===== config.mk =====
export PLATFORM = sky130hd
export DESIGN_NAME = wheel_tachometer_odometer
export DESIGN_NICKNAME = d
export VERILOG_FILES = /design/src/design/wto_pkg.sv /design/src/design/wto_sdiv.sv /design/src/design/wheel_tachometer_odometer.sv
export VERILOG_INCLUDE_DIRS = /design/src /design/src/design
export SDC_FILE = /design/constraint.sdc
export NUM_CORES = 1
export LEC_CHECK = 0
export BUFFER_PORTS_ARGS = -buffer_cell sky130_fd_sc_hd__buf_2
export CAP_MARGIN = 25
export CORE_UTILIZATION = 55
export DETAILED_ROUTE_END_ITERATION = 10
export PLACE_DENSITY = 0.72
export SYNTH_ARGS = -nofsm -noshare
export SYNTH_HDL_FRONTEND = slang
export SYNTH_HIERARCHICAL = 1
export SYNTH_SLANG_ARGS = --single-unit

===== constraint.sdc =====
create_clock -name i_clk -period 8 [get_ports i_clk]
set_input_delay 1.6 -clock i_clk [delete_from_list [all_inputs] [get_ports i_clk]]
set_output_delay 1.6 -clock i_clk [all_outputs]
set_load 0.05 [all_outputs]

===== src/design/wheel_tachometer_odometer_macros.svh =====
// Assertion macros shared by the wheel tachometer / odometer RTL.
// Included by every module that carries concurrent assertions.
// Bodies are empty when SYNTHESIS is defined.
`ifndef WHEEL_TACHOMETER_ODOMETER_MACROS_SVH
`define WHEEL_TACHOMETER_ODOMETER_MACROS_SVH

`ifndef SYNTHESIS
// same-cycle implication, disabled while reset is low
`define WTO_ASSERT(label, clk, rst_n, ante, cons) \
    label: assert property (@(posedge clk) disable iff (!rst_n) (ante) |-> (cons)) \
        else $error("wto assertion failed");
// next-cycle implication, disabled while reset is low
`define WTO_ASSERT_NEXT(label, clk, rst_n, ante, cons) \
    label: assert property (@(posedge clk) disable iff (!rst_n) (ante) |=> (cons)) \
        else $error("wto assertion failed");
`else
`define WTO_ASSERT(label, clk, rst_n, ante, cons)
`define WTO_ASSERT_NEXT(label, clk, rst_n, ante, cons)
`endif

`endif


===== src/design/wto_pkg.sv =====
// Constants and codes for the wheel tachometer / odometer.
// No dependencies; used by wheel_tachometer_odometer.
package wto_pkg;

    // input kind, carried on tuser
    localparam logic OP_TICK  = 1'b0;
    localparam logic OP_PULSE = 1'b1;

    // configuration register indexes
    localparam logic REG_DIAMETER = 1'b0;
    localparam logic REG_START_KM = 1'b1;

    localparam logic [18:0] RPM_NUM       = 19'd300000;
    localparam logic [18:0] RPM_MAX       = 19'd300000;
    localparam logic [15:0] SPEED_NUM     = 16'd56547;
    localparam logic [6:0]  SPEED_DEN_MUL = 7'd100;
    localparam logic [16:0] SPEED_MAX     = 17'd113094;
    localparam logic [14:0] CIRC_NUM      = 15'd31415;
    localparam logic [13:0] CIRC_DEN      = 14'd10000;
    localparam logic [7:0]  DIAM_MAX      = 8'd200;

    // distance is kept as km quotient and cm remainder
    localparam logic [16:0] CM_PER_KM     = 17'd100000;
    // 2**48 cm = KM_WRAP_Q km + KM_WRAP_R cm
    localparam logic [31:0] KM_WRAP_Q     = 32'd2814749767;
    localparam logic [16:0] KM_WRAP_R     = 17'd10656;
    localparam logic [16:0] KM_WRAP_ADJ   = 17'd89344;

    // sample*255/1023 == sample*85/341
    localparam logic [6:0]  DUTY_NUM      = 7'd85;
    localparam logic [8:0]  DUTY_DEN      = 9'd341;
    // floor(v/10) == (v*205) >> 11 for v below 1024
    localparam logic [7:0]  DIV10_MUL     = 8'd205;
    localparam int          DIV10_SHIFT   = 11;

    localparam logic [14:0] OBST_DERATE   = 15'd300;
    localparam logic [16:0] SPEED_DERATE  = 17'd20;
    localparam logic [14:0] OBST_WARN     = 15'd100;

endpackage


===== src/design/wto_sdiv.sv =====
// Bit-serial restoring divider: one quotient bit per clock for an N_W-bit quotient.
// Depends on wheel_tachometer_odometer_macros.svh for assertions.
`include "wheel_tachometer_odometer_macros.svh"

module wto_sdiv #(
    parameter int N_W = 24,
    parameter int D_W = 16
) (
    input  logic           i_clk,
    input  logic           i_rst_n,
    input  logic           i_start,
    input  logic [N_W-1:0] i_dividend,
    input  logic [D_W-1:0] i_divisor,
    output logic           o_busy,
    output logic [N_W-1:0] o_quotient
);

    localparam int CNT_W = $clog2(N_W + 1);

    logic [D_W-1:0]   r_rem;
    logic [D_W-1:0]   r_den;
    logic [N_W-1:0]   r_quo;
    logic [CNT_W-1:0] r_cnt;
    logic             r_busy;

    logic [D_W:0]     w_trial;
    logic [D_W:0]     w_diff;
    logic             w_ge;

    // shift the next dividend bit into the partial remainder
    assign w_trial = {r_rem, r_quo[N_W-1]};
    assign w_diff  = w_trial - {1'b0, r_den};
    assign w_ge    = (w_trial >= {1'b0, r_den});

    always_ff @(posedge i_clk) begin
        if (!i_rst_n) begin
            r_busy <= 1'b0;
            r_cnt  <= '0;
        end else if (i_start) begin
            r_busy <= 1'b1;
            r_cnt  <= CNT_W'(N_W);
            r_rem  <= '0;
            r_quo  <= i_dividend;
            r_den  <= i_divisor;
        end else if (r_busy) begin
            r_rem <= w_ge ? w_diff[D_W-1:0] : w_trial[D_W-1:0];
            r_quo <= {r_quo[N_W-2:0], w_ge};
            r_cnt <= r_cnt - CNT_W'(1);
            if (r_cnt == CNT_W'(1)) begin
                r_busy <= 1'b0;
            end
        end
    end

    assign o_busy     = r_busy;
    assign o_quotient = r_quo;

    `WTO_ASSERT(a_no_restart, i_clk, i_rst_n, i_start, !r_busy)
    `WTO_ASSERT_NEXT(a_finish, i_clk, i_rst_n, r_busy && r_cnt == CNT_W'(1), !r_busy)

endmodule


===== src/design/wheel_tachometer_odometer.sv =====
// Wheel tachometer and odometer with collision-aware throttle duty.
// Depends on wto_pkg, wto_sdiv and wheel_tachometer_odometer_macros.svh.
//
// Usage:
//   Input stream (s_axis_*): tuser = 0 is a millisecond tick, tuser = 1 a
//   wheel revolution pulse carrying obstacle distance and pedal sample.
//   A tick is taken while idle and gives no result. A pulse gives one
//   result on the output stream (m_axis_*) after the states S_PREP, S_DIV,
//   S_UPD, S_WRAP and S_OUT; the next input is taken when that result is in
//   the output register. S_DIV waits for four bit-serial dividers (rpm,
//   speed, wheel circumference, pedal duty) that run side by side, the
//   widest quotient having 24 bits. Sustained: one tick per cycle while idle.
//   Configuration (i_cfg_*): always ready; index 0 sets the tire diameter,
//   index 1 presets the odometer to start_km. Write only while idle.
//   Reset (i_rst_n low, synchronous) clears time, revolution count, rpm,
//   speed, distance and diameter and empties the output register.
//   When the receiver stalls, the result holds in the output register and
//   ticks are still taken; a finished pulse waits until the register frees.
`include "wheel_tachometer_odometer_macros.svh"

module wheel_tachometer_odometer #(
    parameter int REVS_PER_SAMPLE = 5
) (
    input  logic        i_clk,
    input  logic        i_rst_n,
    input  logic        s_axis_tvalid,
    output logic        s_axis_tready,
    // [14:0] obstacle_cm, [24:15] throttle_sample, [31:25] zero
    input  logic [31:0] s_axis_tdata,
    // [0] opcode
    input  logic        s_axis_tuser,
    output logic        m_axis_tvalid,
    input  logic        m_axis_tready,
    // [18:0] wheel_rpm, [35:19] speed_kmh, [51:36] odometer_km,
    // [59:52] throttle_duty, [60] collision_warning, [63:61] zero
    output logic [63:0] m_axis_tdata,
    input  logic        i_cfg_valid,
    output logic        o_cfg_ready,
    input  logic [0:0]  i_cfg_index,
    input  logic [15:0] i_cfg_data
);

    localparam int PC_W = $clog2(REVS_PER_SAMPLE + 1);

    typedef enum logic [2:0] {
        S_IDLE,
        S_PREP,
        S_DIV,
        S_UPD,
        S_WRAP,
        S_OUT
    } t_state;

    t_state           r_state;
    logic [7:0]       r_diam;
    logic [15:0]      r_ms;
    logic [15:0]      r_last;
    logic [PC_W-1:0]  r_pcnt;
    logic [18:0]      r_rpm;
    logic [16:0]      r_speed;
    logic [31:0]      r_km_q;
    logic [16:0]      r_km_r;
    logic [14:0]      r_obst;
    logic [9:0]       r_sample;
    logic [15:0]      r_interval;
    logic             r_meas;
    logic             r_out_valid;
    logic [63:0]      r_out_data;

    logic [7:0]       w_deff;
    logic [23:0]      w_spd_num;
    logic [22:0]      w_spd_den;
    logic [22:0]      w_circ_num;
    logic [16:0]      w_duty_num;
    logic             w_div_start;
    logic             w_busy_rpm;
    logic             w_busy_spd;
    logic             w_busy_circ;
    logic             w_busy_duty;
    logic             w_div_busy;
    logic [18:0]      w_q_rpm;
    logic [23:0]      w_q_spd;
    logic [22:0]      w_q_circ;
    logic [16:0]      w_q_duty;
    logic [16:0]      n_km_sum;
    logic             n_km_carry;
    logic             w_wrap;
    logic             w_borrow;
    logic             w_meas_now;
    logic             w_derate;
    logic [15:0]      w_d10_prod;
    logic [7:0]       w_duty;
    logic             w_warn;

    assign w_deff = (r_diam > wto_pkg::DIAM_MAX) ? wto_pkg::DIAM_MAX : r_diam;

    // operands, formed from registers in S_PREP and latched by the dividers
    assign w_spd_num  = 24'(wto_pkg::SPEED_NUM) * 24'(w_deff);
    assign w_spd_den  = 23'(wto_pkg::SPEED_DEN_MUL) * 23'(r_interval);
    assign w_circ_num = 23'(wto_pkg::CIRC_NUM) * 23'(w_deff);
    assign w_duty_num = 17'(wto_pkg::DUTY_NUM) * 17'(r_sample);

    assign w_div_start = (r_state == S_PREP);
    assign w_div_busy  = w_busy_rpm | w_busy_spd | w_busy_circ | w_busy_duty;

    wto_sdiv #(.N_W(19), .D_W(16)) u_div_rpm (
        .i_clk      (i_clk),
        .i_rst_n    (i_rst_n),
        .i_start    (w_div_start),
        .i_dividend (wto_pkg::RPM_NUM),
        .i_divisor  (r_interval),
        .o_busy     (w_busy_rpm),
        .o_quotient (w_q_rpm)
    );

    wto_sdiv #(.N_W(24), .D_W(23)) u_div_spd (
        .i_clk      (i_clk),
        .i_rst_n    (i_rst_n),
        .i_start    (w_div_start),
        .i_dividend (w_spd_num),
        .i_divisor  (w_spd_den),
        .o_busy     (w_busy_spd),
        .o_quotient (w_q_spd)
    );

    wto_sdiv #(.N_W(23), .D_W(14)) u_div_circ (
        .i_clk      (i_clk),
        .i_rst_n    (i_rst_n),
        .i_start    (w_div_start),
        .i_dividend (w_circ_num),
        .i_divisor  (wto_pkg::CIRC_DEN),
        .o_busy     (w_busy_circ),
        .o_quotient (w_q_circ)
    );

    wto_sdiv #(.N_W(17), .D_W(9)) u_div_duty (
        .i_clk      (i_clk),
        .i_rst_n    (i_rst_n),
        .i_start    (w_div_start),
        .i_dividend (w_duty_num),
        .i_divisor  (wto_pkg::DUTY_DEN),
        .o_busy     (w_busy_duty),
        .o_quotient (w_q_duty)
    );

    // odometer: add circumference to cm remainder, carry into km
    assign n_km_sum   = r_km_r + 17'(w_q_circ[9:0]);
    assign n_km_carry = (n_km_sum >= wto_pkg::CM_PER_KM);

    // distance reached 2**48 cm: subtract it in km/cm form
    assign w_wrap   = (r_km_q > wto_pkg::KM_WRAP_Q) ||
                      ((r_km_q == wto_pkg::KM_WRAP_Q) && (r_km_r >= wto_pkg::KM_WRAP_R));
    assign w_borrow = (r_km_r < wto_pkg::KM_WRAP_R);

    assign w_meas_now = (r_pcnt >= PC_W'(REVS_PER_SAMPLE));

    // derated duty is the full duty divided by ten
    assign w_derate   = (r_obst < wto_pkg::OBST_DERATE) && (r_speed > wto_pkg::SPEED_DERATE);
    assign w_d10_prod = 16'(wto_pkg::DIV10_MUL) * 16'(w_q_duty[7:0]);
    assign w_duty     = w_derate ? 8'(w_d10_prod >> wto_pkg::DIV10_SHIFT) : w_q_duty[7:0];
    assign w_warn     = (r_obst < wto_pkg::OBST_WARN);

    always_ff @(posedge i_clk) begin
        if (!i_rst_n) begin
            r_state     <= S_IDLE;
            r_diam      <= '0;
            r_ms        <= '0;
            r_last      <= '0;
            r_pcnt      <= '0;
            r_rpm       <= '0;
            r_speed     <= '0;
            r_km_q      <= '0;
            r_km_r      <= '0;
            r_out_valid <= 1'b0;
        end else begin
            if (r_out_valid && m_axis_tready) begin
                r_out_valid <= 1'b0;
            end

            unique case (r_state)
                S_IDLE: begin
                    if (s_axis_tvalid) begin
                        if (s_axis_tuser == wto_pkg::OP_TICK) begin
                            r_ms <= r_ms + 16'd1;
                        end else begin
                            r_obst     <= s_axis_tdata[14:0];
                            r_sample   <= s_axis_tdata[24:15];
                            r_interval <= r_ms - r_last;
                            r_meas     <= w_meas_now;
                            if (w_meas_now) begin
                                r_last <= r_ms;
                                r_pcnt <= PC_W'(1);
                            end else begin
                                r_pcnt <= r_pcnt + PC_W'(1);
                            end
                            r_state <= S_PREP;
                        end
                    end
                end
                S_PREP: begin
                    r_state <= S_DIV;
                end
                S_DIV: begin
                    if (!w_div_busy) begin
                        r_state <= S_UPD;
                    end
                end
                S_UPD: begin
                    if (r_meas) begin
                        if (r_interval == 16'd0) begin
                            r_rpm   <= wto_pkg::RPM_MAX;
                            r_speed <= wto_pkg::SPEED_MAX;
                        end else begin
                            r_rpm   <= w_q_rpm;
                            r_speed <= (w_q_spd > 24'(wto_pkg::SPEED_MAX)) ?
                                       wto_pkg::SPEED_MAX : w_q_spd[16:0];
                        end
                    end
                    r_km_r  <= n_km_carry ? (n_km_sum - wto_pkg::CM_PER_KM) : n_km_sum;
                    r_km_q  <= r_km_q + 32'(n_km_carry);
                    r_state <= S_WRAP;
                end
                S_WRAP: begin
                    if (w_wrap) begin
                        r_km_r <= w_borrow ? (r_km_r + wto_pkg::KM_WRAP_ADJ) :
                                             (r_km_r - wto_pkg::KM_WRAP_R);
                        r_km_q <= r_km_q - wto_pkg::KM_WRAP_Q - 32'(w_borrow);
                    end
                    r_state <= S_OUT;
                end
                S_OUT: begin
                    // hold until the output register is free
                    if (!r_out_valid || m_axis_tready) begin
                        r_out_data  <= {3'b000, w_warn, w_duty, r_km_q[15:0], r_speed, r_rpm};
                        r_out_valid <= 1'b1;
                        r_state     <= S_IDLE;
                    end
                end
                default: begin
                    r_state <= S_IDLE;
                end
            endcase

            if (i_cfg_valid) begin
                unique case (i_cfg_index)
                    wto_pkg::REG_DIAMETER: begin
                        r_diam <= i_cfg_data[7:0];
                    end
                    wto_pkg::REG_START_KM: begin
                        r_km_q <= {16'd0, i_cfg_data};
                        r_km_r <= '0;
                    end
                    default: begin
                    end
                endcase
            end
        end
    end

    assign s_axis_tready = (r_state == S_IDLE);
    assign o_cfg_ready   = 1'b1;
    assign m_axis_tvalid = r_out_valid;
    assign m_axis_tdata  = r_out_data;

    `WTO_ASSERT(a_rem_range, i_clk, i_rst_n, 1'b1, r_km_r < wto_pkg::CM_PER_KM)
    `WTO_ASSERT(a_pcnt_range, i_clk, i_rst_n, 1'b1, r_pcnt <= PC_W'(REVS_PER_SAMPLE))
    `WTO_ASSERT(a_out_limits, i_clk, i_rst_n, m_axis_tvalid, (m_axis_tdata[18:0] <= wto_pkg::RPM_MAX) && (m_axis_tdata[35:19] <= wto_pkg::SPEED_MAX))
    `WTO_ASSERT_NEXT(a_out_load, i_clk, i_rst_n, (r_state == S_OUT) && (!m_axis_tvalid || m_axis_tready), m_axis_tvalid && (r_state == S_IDLE))

endmodule


==> reports/metrics.cfg <==
[power_and_ir_drop]
p_sw_share_pct = 35.6
cellPowerDensity_mw_per_mm2 = 268
ir_drop_uv = 183
switchingPower_mw = 3.49
seqPwrFrac_pct = 34.3
p_int_mw = 6.31
finalPower_mw = 9.80
combinationalPowerShare_pct = 40.0
p_clk_share_pct = 25.6
p_leak_nw = 15.7

[timing]
fin_crit_ps = 7260
setup_viol = 0
drv_slew = 0
rsz0062_at_grt = false
fin_skew_ps = 26.9
finalHoldViolCount = 0
worst_slack_ps = 744
setup_tns_ps = 0
period_share_pct = 90.7
tightest_slew_ps = 986
worst_slew_margin_rel_pct = 34.0
fmax_mhz = 138

[clock_tree]
postCtsSetupRepairBufs = 0
clk_pin_slew_ps = 60
cts-root-buf = clkbuf_16
h-tree-depth = 2
cts_made_buffers = 52
cts_sinks = 464
clock_latency_ps = 610
cts_max_path_buffers = 3
cts_hold_buf = 0
cts_resized = 0
cts_tree = done

[floorplan]
io_pins = 122
floorplan.initialDensity_pct = 56.0
die-height_um = 248
dieArea_sq_mm = 0.0614
floorplan.rows = 89
die_width_um = 248
core_area_sq_mm = 0.0594

[route]
drt_iter0_drc = 1511
vias_per_cell = 5.76
wl_per_cell_um = 17.8
drc = 0
totalWireLength_mm = 75.4
drtAntennaViolNets = 0
drt_pre_antenna_iters = 5
num_vias = 24400

[yosys]
netlist_area_sq_mm = 0.0332
netlist_instances = 3291
synth_compound_area_share_pct = 14.7
synth_seq_cells = 464
synth_fa_ha_area_share_pct = 20.8
ys_seq_area_share_pct = 37.2
synth_edf_count = 308
synth_top_family_by_area = adder cells
ys_types = 118
ys_warn_count = 6
synthXorXnorAreaFrac_pct = 4.92
synth-main-ff-cell = edfxtp_1
syn_avg_cell_area_sq_um = 10.1
synth-simple-area-share_pct = 12.1
synth_async_sr_flop_share_pct = 0
synthMuxAreaShare_pct = 4.12

[placement]
preCtsSetupSlack_ps = 780
place_congestion = 0.896
dpl.cell_count = 4134
dp.final_hpwl_mm = 55.7
port_buffers = 108

[critical_path]
start_kind = flop
cp-end-kind = flop
cp_data_arrival_time_ps = 7600
required_ps = 8340
cp_max_fo = 7
crit_type = reg -> reg

[global_route]
antenna_found_initial = 0
grt_max_degree = 137
gr-total-overflow = 0
grt_pass1_wl_mm = 123
grt_pass1_vias = 24400
grt_use_total_pct = 24.6

[final_layout]
antenna_cells = 0
areaGrowthSynthToFinish_pct = 9.84
fin_util_pct = 61.5
final_cells = 4236
final_nets = 3963
drive_gt1_share_pct = 11.6

[outcome]
status = complete, no violations

[worst_hold_path]
hold_class = reg -> reg

[run]
cap_violations = 0

cell type report:
type | instances | area, sq um
flip-flops and latches | 464 | 12400
clock buffers | 70 | 1480
clock inverters | 28 | 327
well taps | 773 | 967
fillers | 4831 | 22800
repair buffers | 130 | 790
inverters | 411 | 1540
multi-input cells | 2360 | 19000
cell families after synthesis:
| kind of cell | count (synthesis) |
|---|---|
| xor gates and xnor gates | 185 |
| muxes | 126 |
| AOI/OAI and AO/OA | 692 |
| other | 2 |
| buffers and inverters | 513 |
| adders and majority gates | 489 |
| and+or+nand+nor | 820 |
| DFF | 464 |
final timing paths:
path                   from                        end  slack (ps)  depth (start not counted)
setup / recovery  r_diam[0]  u_div_circ/o_quotient[22]         740                         21
hold reg to reg   r_rpm[18]           m_axis_tdata[18]         430                          0
hold / removal    r_rpm[18]           m_axis_tdata[18]         430                          0
setup reg to reg  r_diam[0]  u_div_circ/o_quotient[22]         740                         21
power groups by stage:
stage | registers (mW) | clock network (mW) | logic (mW)
after floorplan | 3.32 | 0 | 3.09
after global placement | 3.39 | 0 | 3.67
after detailed placement | 3.41 | 0 | 3.85
after CTS | 3.36 | 2.57 | 3.90
after global routing | 3.41 | 2.67 | 4.40
final | 3.37 | 2.51 | 3.92
per-layer routing:
| metal | up-vias | wire length [um] | track usage, % |
|---|---|---|---|
| met4 | 0 | 1830 | 7.74 |
| met1 | 11900 | 34600 | 33.2 |
| li1 | 11900 | - | - |
| met5 | - | 0 | 0 |
| met3 | 110 | 3210 | 2.94 |
| met2 | 549 | 35700 | 41.2 |
cells in the mapped netlist, drive strengths merged (25+ instances only):
master	instances	share of area, %
mux2i	43	1.3
xor2	71	1.9
dfxtp	156	9.4
inv	411	4.6
ha	382	14
buf	36	0.75
and3	25	0.49
nor2b	25	0.47
nand2	204	2.4
a21oi	197	3.1
clkbuf	66	0.75
a21o	49	1.1
a31oi	31	0.68
and2	29	0.55
or3	33	0.64
edfxtp	308	28
o21ai	121	1.8
o21bai	25	0.56
a211oi	42	1.2
nor3	37	0.59
nand3	73	1.1
nor2	260	3.0
mux2	83	2.8
nand4	27	0.53
fa	107	6.4
o21a	41	0.93
xnor2	114	3.0
cell usage in the layout (no fill, tap or decap), types with 10 or more instances in the layout:
cell type and instances:
and2_1 26, o21bai_1 25, xnor2_1 113, mux2_2 82, mux2i_1 43, or2_2 15
nor3_1 34, o21a_1 39, nor2b_1 25, a21oi_1 188, o31ai_1 11, conb_1 48
a22oi_1 22, o221a_2 19, nor2_1 255, a211oi_1 28, fa_1 107, buf_4 16
clkbuf_16 55, a211oi_2 11, edfxtp_1 308, nand4_1 26, a21o_1 48, xor2_1 70
a31oi_1 27, inv_1 409, nor4_1 19, a21boi_0 16, o211ai_1 12, nand3_1 71
or3_1 32, o21ai_0 112, dfxtp_1 156, nand2_1 202, buf_2 108, nand2b_1 22
ha_1 382, clkbuf_1 10, and3_1 23
stage by stage:
| stage | hold slack (ps) | cell area (sq um) |
|---|---|---|
| after floorplan | 406 | 33400 |
| after global placement | 419 | 34600 |
| after detailed placement | 419 | 34600 |
| after CTS | 431 | 36400 |
| after global routing | 447 | 36500 |
| final | 431 | 36500 |
flip-flops by register name, summed over array words and instances (netlist names), 8 cells and up:
signal,flops
u_div_rpm/r_den,16
u_div_spd/o_quotient,24
u_div_duty/r_den,9
r_ms,16
m_axis_tdata,61
r_km_r,17
u_div_rpm/r_rem,16
r_km_q,32
u_div_duty/o_quotient,17
u_div_circ/r_den,14
u_div_circ/o_quotient,23
r_last,16
r_diam,8
u_div_duty/r_rem,9
u_div_circ/r_rem,14
r_interval,16
u_div_spd/r_rem,23
r_sample,10
u_div_rpm/o_quotient,19
r_rpm,19
u_div_spd/r_den,23
r_speed,17
r_obst,13
worst max-delay path, stage by stage, from the launching register on:
cell       delay (ps)
dfxtp_1           330
o31a_1            300
o311ai_0          730
and2_1            490
fa_1              520
inv_1             230
fa_1              480
fa_1              470
fa_1              530
inv_1              40
ha_1              340
o21a_1            200
o21ai_0           290
nand2_1            80
o21ai_0           110
a311o_1           230
a31oi_1           130
and4_1            230
a2111oi_0         670
a21oi_1           190
xnor2_1           170
mux2_2            260
No activity file was read; power rests on OpenSTA's default activity.
